--- src/rtl/core/bsh_pkg.sv ---
// ----------------------------------------------------------------------------
// bsh_pkg
// Shared types and constants for the byte stream hash: the operation codes
// that the front end queues for the back end, and the queue entry layout.
// ----------------------------------------------------------------------------
package bsh_pkg;

  // Hash returned for an empty message
  localparam logic [31:0] EMPTY_HASH = 32'h1337c0de;

  // Input beat layout
  localparam int unsigned LEN_W   = 31;
  localparam int unsigned BYTE_W  = 8;
  localparam int unsigned S_DATA_W = 40;  // length + byte, padded to whole bytes

  // Input kinds carried on tuser
  localparam logic KIND_START = 1'b0;
  localparam logic KIND_DATA  = 1'b1;

  // Operations handed from front to back
  typedef enum logic [2:0] {
    OP_SEED        = 3'd0,  // reseed running hash with length
    OP_EMPTY       = 3'd1,  // zero length message, answer at once
    OP_BLOCK       = 3'd2,  // full four byte block round
    OP_FINAL_TAIL  = 3'd3,  // 1..3 byte tail mix, then avalanche
    OP_FINAL_BLOCK = 3'd4   // last byte closes a block: round, then avalanche
  } op_code_t;

  typedef struct packed {
    op_code_t    code;
    logic [1:0]  count;  // tail size for OP_FINAL_TAIL
    logic [31:0] word;   // seed, or bytes little endian (byte 0 lowest)
  } op_t;

  // Queue write side, front to queue
  typedef struct packed {
    logic valid;
    op_t  op;
  } op_push_t;

endpackage

--- src/rtl/core/bsh_front.sv ---
// ----------------------------------------------------------------------------
// bsh_front
// Accepts input beats, gathers bytes into blocks and classifies each beat
// into at most one queued operation.
// ----------------------------------------------------------------------------
module bsh_front (
  input  logic                            clk,
  input  logic                            rst,
  input  logic                            s_axis_tvalid,
  output logic                            s_axis_tready,
  input  logic [bsh_pkg::S_DATA_W-1:0]    s_axis_tdata,  // total_length, data_byte
  input  logic                            s_axis_tuser,  // kind
  input  logic                            s_axis_tlast,  // last
  input  logic                            q_full,
  output bsh_pkg::op_push_t               push
);

  logic [1:0]                    byte_position;
  logic [bsh_pkg::BYTE_W-1:0]    held [3];
  logic                          accept;
  logic [bsh_pkg::LEN_W-1:0]     total_length;
  logic [bsh_pkg::BYTE_W-1:0]    data_byte;
  logic [31:0]                   word;

  assign s_axis_tready = !q_full;
  assign accept        = s_axis_tvalid && s_axis_tready;
  assign total_length  = s_axis_tdata[bsh_pkg::LEN_W-1:0];
  assign data_byte     = s_axis_tdata[bsh_pkg::LEN_W +: bsh_pkg::BYTE_W];

  // Block word with the new byte dropped in at the current position
  always_comb begin
    word[7:0]   = (byte_position == 2'd0) ? data_byte : held[0];
    word[15:8]  = (byte_position == 2'd1) ? data_byte : held[1];
    word[23:16] = (byte_position == 2'd2) ? data_byte : held[2];
    word[31:24] = data_byte;
  end

  // Classify the beat
  always_comb begin
    push.valid    = 1'b0;
    push.op.code  = bsh_pkg::OP_SEED;
    push.op.count = 2'd0;
    push.op.word  = word;
    if (accept) begin
      if (s_axis_tuser == bsh_pkg::KIND_START) begin
        push.valid   = 1'b1;
        push.op.code = (total_length == '0) ? bsh_pkg::OP_EMPTY : bsh_pkg::OP_SEED;
        push.op.word = {1'b0, total_length};
      end else if (byte_position == 2'd3) begin
        push.valid   = 1'b1;
        push.op.code = s_axis_tlast ? bsh_pkg::OP_FINAL_BLOCK : bsh_pkg::OP_BLOCK;
      end else if (s_axis_tlast) begin
        push.valid    = 1'b1;
        push.op.code  = bsh_pkg::OP_FINAL_TAIL;
        push.op.count = byte_position + 2'd1;
      end
    end
  end

  // Byte position
  always_ff @(posedge clk) begin
    if (rst) begin
      byte_position <= 2'd0;
    end else if (accept) begin
      if (s_axis_tuser == bsh_pkg::KIND_START || s_axis_tlast) begin
        byte_position <= 2'd0;
      end else begin
        byte_position <= byte_position + 2'd1;
      end
    end
  end

  // Held bytes of the open block
  always_ff @(posedge clk) begin
    if (accept && s_axis_tuser == bsh_pkg::KIND_DATA && byte_position != 2'd3) begin
      held[byte_position] <= data_byte;
    end
  end

endmodule

--- src/rtl/core/bsh_queue.sv ---
// ----------------------------------------------------------------------------
// bsh_queue
// Small FIFO of operations between the front and back ends.
// ----------------------------------------------------------------------------
module bsh_queue #(
  parameter int unsigned DEPTH = 4
) (
  input  logic                clk,
  input  logic                rst,
  input  bsh_pkg::op_push_t   push,
  output logic                full,
  input  logic                pop,
  output logic                empty,
  output bsh_pkg::op_t        head
);

  localparam int unsigned PTR_W = $clog2(DEPTH);
  localparam int unsigned CNT_W = $clog2(DEPTH + 1);

  bsh_pkg::op_t       entries [DEPTH];
  logic [PTR_W-1:0]   wr_ptr;
  logic [PTR_W-1:0]   rd_ptr;
  logic [CNT_W-1:0]   count;
  logic               do_push;
  logic               do_pop;

  assign full    = (count == CNT_W'(DEPTH));
  assign empty   = (count == '0);
  assign do_push = push.valid && !full;
  assign do_pop  = pop && !empty;
  assign head    = entries[rd_ptr];

  // Pointers and fill count
  always_ff @(posedge clk) begin
    if (rst) begin
      wr_ptr <= '0;
      rd_ptr <= '0;
      count  <= '0;
    end else begin
      if (do_push) begin
        wr_ptr <= (wr_ptr == PTR_W'(DEPTH - 1)) ? '0 : wr_ptr + PTR_W'(1);
      end
      if (do_pop) begin
        rd_ptr <= (rd_ptr == PTR_W'(DEPTH - 1)) ? '0 : rd_ptr + PTR_W'(1);
      end
      if (do_push && !do_pop) begin
        count <= count + CNT_W'(1);
      end else if (do_pop && !do_push) begin
        count <= count - CNT_W'(1);
      end
    end
  end

  // Storage
  always_ff @(posedge clk) begin
    if (do_push) begin
      entries[wr_ptr] <= push.op;
    end
  end

endmodule

--- src/rtl/core/bsh_back.sv ---
// ----------------------------------------------------------------------------
// bsh_back
// Executes queued operations on the running hash, then runs the avalanche
// over two stages into the output register.
// ----------------------------------------------------------------------------
module bsh_back (
  input  logic            clk,
  input  logic            rst,
  input  logic            q_empty,
  input  bsh_pkg::op_t    head,
  output logic            pop,
  output logic            m_axis_tvalid,
  input  logic            m_axis_tready,
  output logic [31:0]     m_axis_tdata   // hash_value
);

  logic [31:0] running_hash;
  logic        advance;
  logic        take;
  logic [31:0] round_h;
  logic [31:0] tail_h;
  logic [31:0] fin_h;
  logic        v1;
  logic        raw1;
  logic [31:0] h1;
  logic        v2;
  logic        raw2;
  logic [31:0] h2;

  // Block round over two little-endian halves
  function automatic logic [31:0] block_round(input logic [31:0] h, input logic [31:0] w);
    logic [31:0] x;
    x = h + {16'd0, w[15:0]};
    x = x ^ (x << 16) ^ ({16'd0, w[31:16]} << 11);
    x = x + (x >> 11);
    return x;
  endfunction

  // Tail mix for one, two or three left-over bytes
  function automatic logic [31:0] mix_tail(input logic [31:0] h, input logic [1:0] n,
                                           input logic [31:0] w);
    logic [31:0] x;
    x = h;
    unique case (n)
      2'd1: begin
        x = x + {24'd0, w[7:0]};
        x = x ^ (x << 10);
        x = x + (x >> 1);
      end
      2'd2: begin
        x = x + {16'd0, w[15:0]};
        x = x ^ (x << 11);
        x = x + (x >> 17);
      end
      2'd3: begin
        x = x + {16'd0, w[15:0]};
        x = x ^ (x << 16) ^ ({24'd0, w[23:16]} << 18);
        x = x + (x >> 11);
      end
      2'd0: x = h;
    endcase
    return x;
  endfunction

  // Avalanche, first half
  function automatic logic [31:0] aval_a(input logic [31:0] h);
    logic [31:0] x;
    x = h ^ (h << 3);
    x = x + (x >> 5);
    x = x ^ (x << 2);
    return x;
  endfunction

  // Avalanche, second half
  function automatic logic [31:0] aval_b(input logic [31:0] h);
    logic [31:0] x;
    x = h + (h >> 15);
    x = x ^ (x << 10);
    return x;
  endfunction

  // Whole pipe moves when the output register is free or being taken
  assign advance = !m_axis_tvalid || m_axis_tready;
  assign take    = advance && !q_empty;
  assign pop     = take;

  assign round_h = block_round(running_hash, head.word);
  assign tail_h  = mix_tail(running_hash, head.count, head.word);
  assign fin_h   = (head.code == bsh_pkg::OP_FINAL_BLOCK) ? round_h : tail_h;

  // Running hash
  always_ff @(posedge clk) begin
    if (rst) begin
      running_hash <= '0;
    end else if (take) begin
      unique case (head.code)
        bsh_pkg::OP_SEED:        running_hash <= head.word;
        bsh_pkg::OP_BLOCK:       running_hash <= round_h;
        bsh_pkg::OP_EMPTY,
        bsh_pkg::OP_FINAL_TAIL,
        bsh_pkg::OP_FINAL_BLOCK: running_hash <= '0;
        default:                 running_hash <= running_hash;
      endcase
    end
  end

  // Stage valids and output valid
  always_ff @(posedge clk) begin
    if (rst) begin
      v1            <= 1'b0;
      v2            <= 1'b0;
      m_axis_tvalid <= 1'b0;
    end else if (advance) begin
      v1            <= take && (head.code == bsh_pkg::OP_EMPTY ||
                                head.code == bsh_pkg::OP_FINAL_TAIL ||
                                head.code == bsh_pkg::OP_FINAL_BLOCK);
      v2            <= v1;
      m_axis_tvalid <= v2;
    end
  end

  // Result payload; the empty answer skips the avalanche
  always_ff @(posedge clk) begin
    if (advance) begin
      raw1         <= (head.code == bsh_pkg::OP_EMPTY);
      h1           <= (head.code == bsh_pkg::OP_EMPTY) ? bsh_pkg::EMPTY_HASH : fin_h;
      raw2         <= raw1;
      h2           <= raw1 ? h1 : aval_a(h1);
      m_axis_tdata <= raw2 ? h2 : aval_b(h2);
    end
  end

endmodule

--- src/rtl/core/byte_stream_hash32.sv ---
// ----------------------------------------------------------------------------
// byte_stream_hash32
// 32-bit SuperFastHash style hash over a byte message streamed one byte a beat.
// ----------------------------------------------------------------------------
// Takes one input beat per clock cycle while the queue is not full. A start
// beat (tuser low) seeds the hash with the message length; a zero length
// answers 0x1337c0de. Each data beat (tuser high) carries one byte; the beat
// with tlast high closes the message and yields one 32-bit result. Its
// operation is written into the queue, then the result passes the hash
// update stage (h1) and the avalanche registers (h2, then the output).
// The sustained rate of one beat a cycle is set by the combinational block
// round on the running hash; the queue holds up to QUEUE_DEPTH operations
// while the output is stalled, and tready falls when it is full.
module byte_stream_hash32 #(
  parameter int unsigned QUEUE_DEPTH = 4
) (
  input  logic                          clk,
  input  logic                          rst,
  input  logic                          s_axis_tvalid,
  output logic                          s_axis_tready,
  input  logic [bsh_pkg::S_DATA_W-1:0]  s_axis_tdata,  // [30:0] total_length, [38:31] data_byte
  input  logic                          s_axis_tuser,  // kind
  input  logic                          s_axis_tlast,  // last
  output logic                          m_axis_tvalid,
  input  logic                          m_axis_tready,
  output logic [31:0]                   m_axis_tdata   // [31:0] hash_value
);

  bsh_pkg::op_push_t push;
  bsh_pkg::op_t      head;
  logic              q_full;
  logic              q_empty;
  logic              pop;

  // Front end: gather and classify
  bsh_front u_front (
    .clk           (clk),
    .rst           (rst),
    .s_axis_tvalid (s_axis_tvalid),
    .s_axis_tready (s_axis_tready),
    .s_axis_tdata  (s_axis_tdata),
    .s_axis_tuser  (s_axis_tuser),
    .s_axis_tlast  (s_axis_tlast),
    .q_full        (q_full),
    .push          (push)
  );

  // Operation queue
  bsh_queue #(
    .DEPTH (QUEUE_DEPTH)
  ) u_queue (
    .clk   (clk),
    .rst   (rst),
    .push  (push),
    .full  (q_full),
    .pop   (pop),
    .empty (q_empty),
    .head  (head)
  );

  // Back end: hash and avalanche
  bsh_back u_back (
    .clk           (clk),
    .rst           (rst),
    .q_empty       (q_empty),
    .head          (head),
    .pop           (pop),
    .m_axis_tvalid (m_axis_tvalid),
    .m_axis_tready (m_axis_tready),
    .m_axis_tdata  (m_axis_tdata)
  );

endmodule

--- config.mk ---
export PLATFORM = sky130hd
export DESIGN_NAME = byte_stream_hash32
export DESIGN_NICKNAME = d
export VERILOG_FILES = /design/src/rtl/core/bsh_pkg.sv /design/src/rtl/core/bsh_front.sv /design/src/rtl/core/bsh_queue.sv /design/src/rtl/core/bsh_back.sv /design/src/rtl/core/byte_stream_hash32.sv
export SDC_FILE = /design/constraint.sdc
export NUM_CORES = 1
export LEC_CHECK = 0
export BUFFER_PORTS_ARGS = -buffer_cell sky130_fd_sc_hd__buf_2
export CAP_MARGIN = 30
export CORE_UTILIZATION = 50
export DETAILED_ROUTE_END_ITERATION = 8
export PLACE_DENSITY = 0.66
export SYNTH_ARGS = -nofsm -noshare
export SYNTH_HDL_FRONTEND = slang
export SYNTH_SLANG_ARGS = --single-unit
--- constraint.sdc ---
create_clock -name clk -period 10.3 [get_ports clk]
set_input_delay 1.545 -clock clk [delete_from_list [all_inputs] [get_ports clk]]
set_output_delay 1.545 -clock clk [all_outputs]
set_load 0.005 [all_outputs]
==> out/results.tsv <==
stage	metric	value	unit
worst_setup_path	startpoint_type	register	
layout	area_growth	9.823	%
synth	syn_avg_cell_area	9.834	um2
clocking	ctsRootBufferMaster	clkbuf_16	
clocking	clk_latency	0.57	ns
route	via_per_inst	6.298	
worst_setup_path	crit_family	compound AO/OA/AOI/OAI gates	
place	io_buffer_count	78	
layout	final_nets	2795	
layout	stdcell_area	27290	um2
clocking	cts_buffers	36	
worst_setup_path	path_class	reg -> reg	
floorplanning	start_util	50.77	%
place	dpl.hpwl	65440	um
route	num_vias	20590	
global_routing	antenna_found_initial	1	
run_status	run_status	finished, final reports clean	
floorplanning	io_pins	80	
sta	finalMaxSlewViolations	0	
worst_setup_path	critPathMaxStageDelay	0.72	ns
synth	yosysTopAreaCellShare	32.63	%
synth	synth_cells	2527	
route	drtPass1Iterations	6	
clocking	post-cts-setup-buffers	0	
synth	yosys-top-cells-count	270 x edfxtp_1, 211 x nand2_1, 193 x nor2_1, 186 x xnor2_1, 165 x a21oi_1	
worst_setup_path	cp_slowest_cell	o311ai_0	
synth	syn_nets	2743	
place	globalplace.congestion	1.033	
global_routing	grt_max_degree	65	
synth	seq_area_frac_synth	36.33	%
global_routing	grt_pass1_vias	19360	
sta	rsz0062_at_grt	no	
min_path	min_path_type	reg -> reg	
worst_setup_path	crit_fanout	13	
floorplanning	die_width	224.9	um
sta	hold_violations	0	
route	wl	83530	um
clocking	clk_pin_slew_worst_paths	0.06	ns
synth	yosysTopAreaCell	edfxtp_1	
synth	async_reset_ff_share	0	%
floorplanning	rows	81	
layout	final_util	55.75	%
place	placed_cell_area	26070	um2
sta	timing.setup.tns	0	ns
clocking	htreeDepth	2	
route	drt-initial-drc-count	1995	
sta	post-route-min-period	8.214	ns
worst_setup_path	cp.required	10.53	ns
worst_setup_path	path_cells	mux4_2 -> ha_1 -> fa_1 -> a211oi_1 -> o211ai_4 -> nand3_1 -> a21oi_1 -> nor3_1 -> xnor2_1 -> xor2_1 -> ha_1 -> o21ai_0 -> o211ai_1 -> a211o_1 -> o211a_1 -> o21a_1 -> o311ai_0 -> o31ai_1 -> o21ai_0 -> a21oi_1	
layout	drive_above_1_share	11.52	%
layout	antenna_cells	0	
sta	setup_violations	0	
floorplanning	die_y	224.9	um
synth	ys.flop_type	edfxtp_1	
job	cap_viol_max_count	0	
clocking	postCtsHoldBufs	0	
synth	ys_ff_latch	316	
sta	max_slew.worst_pin.slew	1.063	ns
synth	yosys-top-cells-area	edfxtp_1 33%, ha_1 8.2%, xnor2_1 6.6%	
clocking	cts_tree	yes	
clocking	clk_path_buf_depth	3	
floorplanning	die-area	50600	um2
sta	max_freq	0.1217	GHz
global_routing	grt_remaining_overflow	0	
route	ant_nets	0	
worst_setup_path	cp-end-kind	register	
sta	finalClockSkew	0.03280	ns
worst_setup_path	path_buf_inv	0	
global_routing	grt_pass1_wl	122900	um
global_routing	grt_util_all_layers	32.94	%
synth	synth.most_common_cell	edfxtp_1	
sta	period_share	79.75	%
synth	netlist_area	24850	um2
synth	synth-edff-count	270	
route	wl_per_cell	25.55	um
route	drc	0	
floorplanning	core_area	48950	um2
synth	ys_warn_count	0	
synth	yosysUniqueCellTypes	104	
clocking	cts_resized	0	
clocking	cts.sinks	316	
sta	relSlewSlack	28.89	%
worst_setup_path	arrival	8.45	ns
through the flow:
| step | hold WS [ns] | worst slack [ns] | cells |
|---|---|---|---|
| 2_1_floorplan | 0.4244 | 2.875 | 2527 |
| 3_3_place_gp | 0.4423 | 2.302 | 3198 |
| 3_5_place_dp | 0.4575 | 2.291 | 3204 |
| 4_1_cts | 0.4645 | 2.261 | 3268 |
| 5_1_grt | 0.4930 | 1.901 | 3269 |
| 6_report | 0.4633 | 2.086 | 3269 |
worst paths after layout:
path,from,end,slack (ns),depth (start not counted)
min,u_back.v1$_SDFFE_PP0N_,u_back.v2$_SDFFE_PP0N_,0.46,2
min reg2reg,u_back.v1$_SDFFE_PP0N_,u_back.v2$_SDFFE_PP0N_,0.46,2
max reg2reg,register,u_back.h1[18]$_SDFFCE_PP1N_,2.09,20
max,register,u_back.h1[18]$_SDFFCE_PP1N_,2.09,20
cells by family after synthesis:
| group | after synthesis | share of synthesized area, % |
|---|---|---|
| AO/OA/AOI/OAI | 677 | 18.10 |
| XOR/XNOR | 344 | 13.02 |
| adder cells (fa/ha/maj) | 170 | 8.801 |
| buffers and inverters | 169 | 2.663 |
| flip-flops | 316 | 36.33 |
| multiplexers | 113 | 6.626 |
| AND/OR/NAND/NOR | 738 | 14.45 |
registers in the layout (all words and copies together), names as in the netlist, named ones only:
register               count
u_front.byte_position      2
u_queue.rd_ptr             2
u_back.raw2                1
u_back.running_hash       32
u_queue.wr_ptr             2
u_back.raw1                1
u_front.held              24
u_queue.entries          148
u_back.m_axis_tvalid       1
u_back.m_axis_tdata       32
u_back.v2                  1
u_back.h2                 32
u_queue.count              3
u_back.v1                  1
u_back.h1                 32
worst register-to-register path, cell delays in order, from the launching register on:
cell and delay [ns]:
dfxtp_2 0.65, mux4_2 0.67, ha_1 0.27, fa_1 0.48, a211oi_1 0.56, o211ai_4 0.23
nand3_1 0.32, a21oi_1 0.16, nor3_1 0.69, xnor2_1 0.28, xor2_1 0.59, ha_1 0.38
o21ai_0 0.13, o211ai_1 0.15, a211o_1 0.30, o211a_1 0.22, o21a_1 0.16, o311ai_0 0.72
o31ai_1 0.30, o21ai_0 0.46, a21oi_1 0.17
per-layer routing:
| metal | GRT usage (%) | routed length (um) | vias to the layer above |
|---|---|---|---|
| li1 | - | - | 9571 |
| met1 | 45.09 | 35750 | 9927 |
| met2 | 51.39 | 37360 | 928 |
| met3 | 5.489 | 6671 | 160 |
| met4 | 14.35 | 3730 | 2 |
| met5 | 0 | 15 | - |
placed cells by master (no fill, tap or decap), types with 23 or more instances in the layout:
cell	synthesis	routed
a21o_1	49	49
mux4_2	38	38
o21a_1	31	31
dfxtp_1	46	44
buf_2	9	78
nor2_1	193	192
buf_4	2	29
mux2_2	32	32
o21ai_0	160	160
a211oi_1	40	40
a21oi_1	165	165
xor2_1	141	139
and3_1	23	23
nand3_1	65	65
nor3_1	61	61
edfxtp_1	270	270
clkbuf_16	0	37
nand2_1	211	211
ha_1	162	162
o211ai_1	38	38
mux2i_1	43	43
xnor2_1	186	182
inv_1	67	66
nand4_1	28	28
area by class of cell:
type / instances / area [um2]
Fill cell: 4325 / 21660
Multi-Input combinational cell: 2042 / 15240
Sequential cell: 316 / 9031
Clock buffer: 45 / 965.9
Tap cell: 664 / 830.8
Timing Repair Buffer: 114 / 725.7
Inverter: 69 / 261.5
Clock inverter: 19 / 237.7
Power is not shown: default switching activity piles up to over one toggle a cycle in this logic, so the estimate is an artifact.
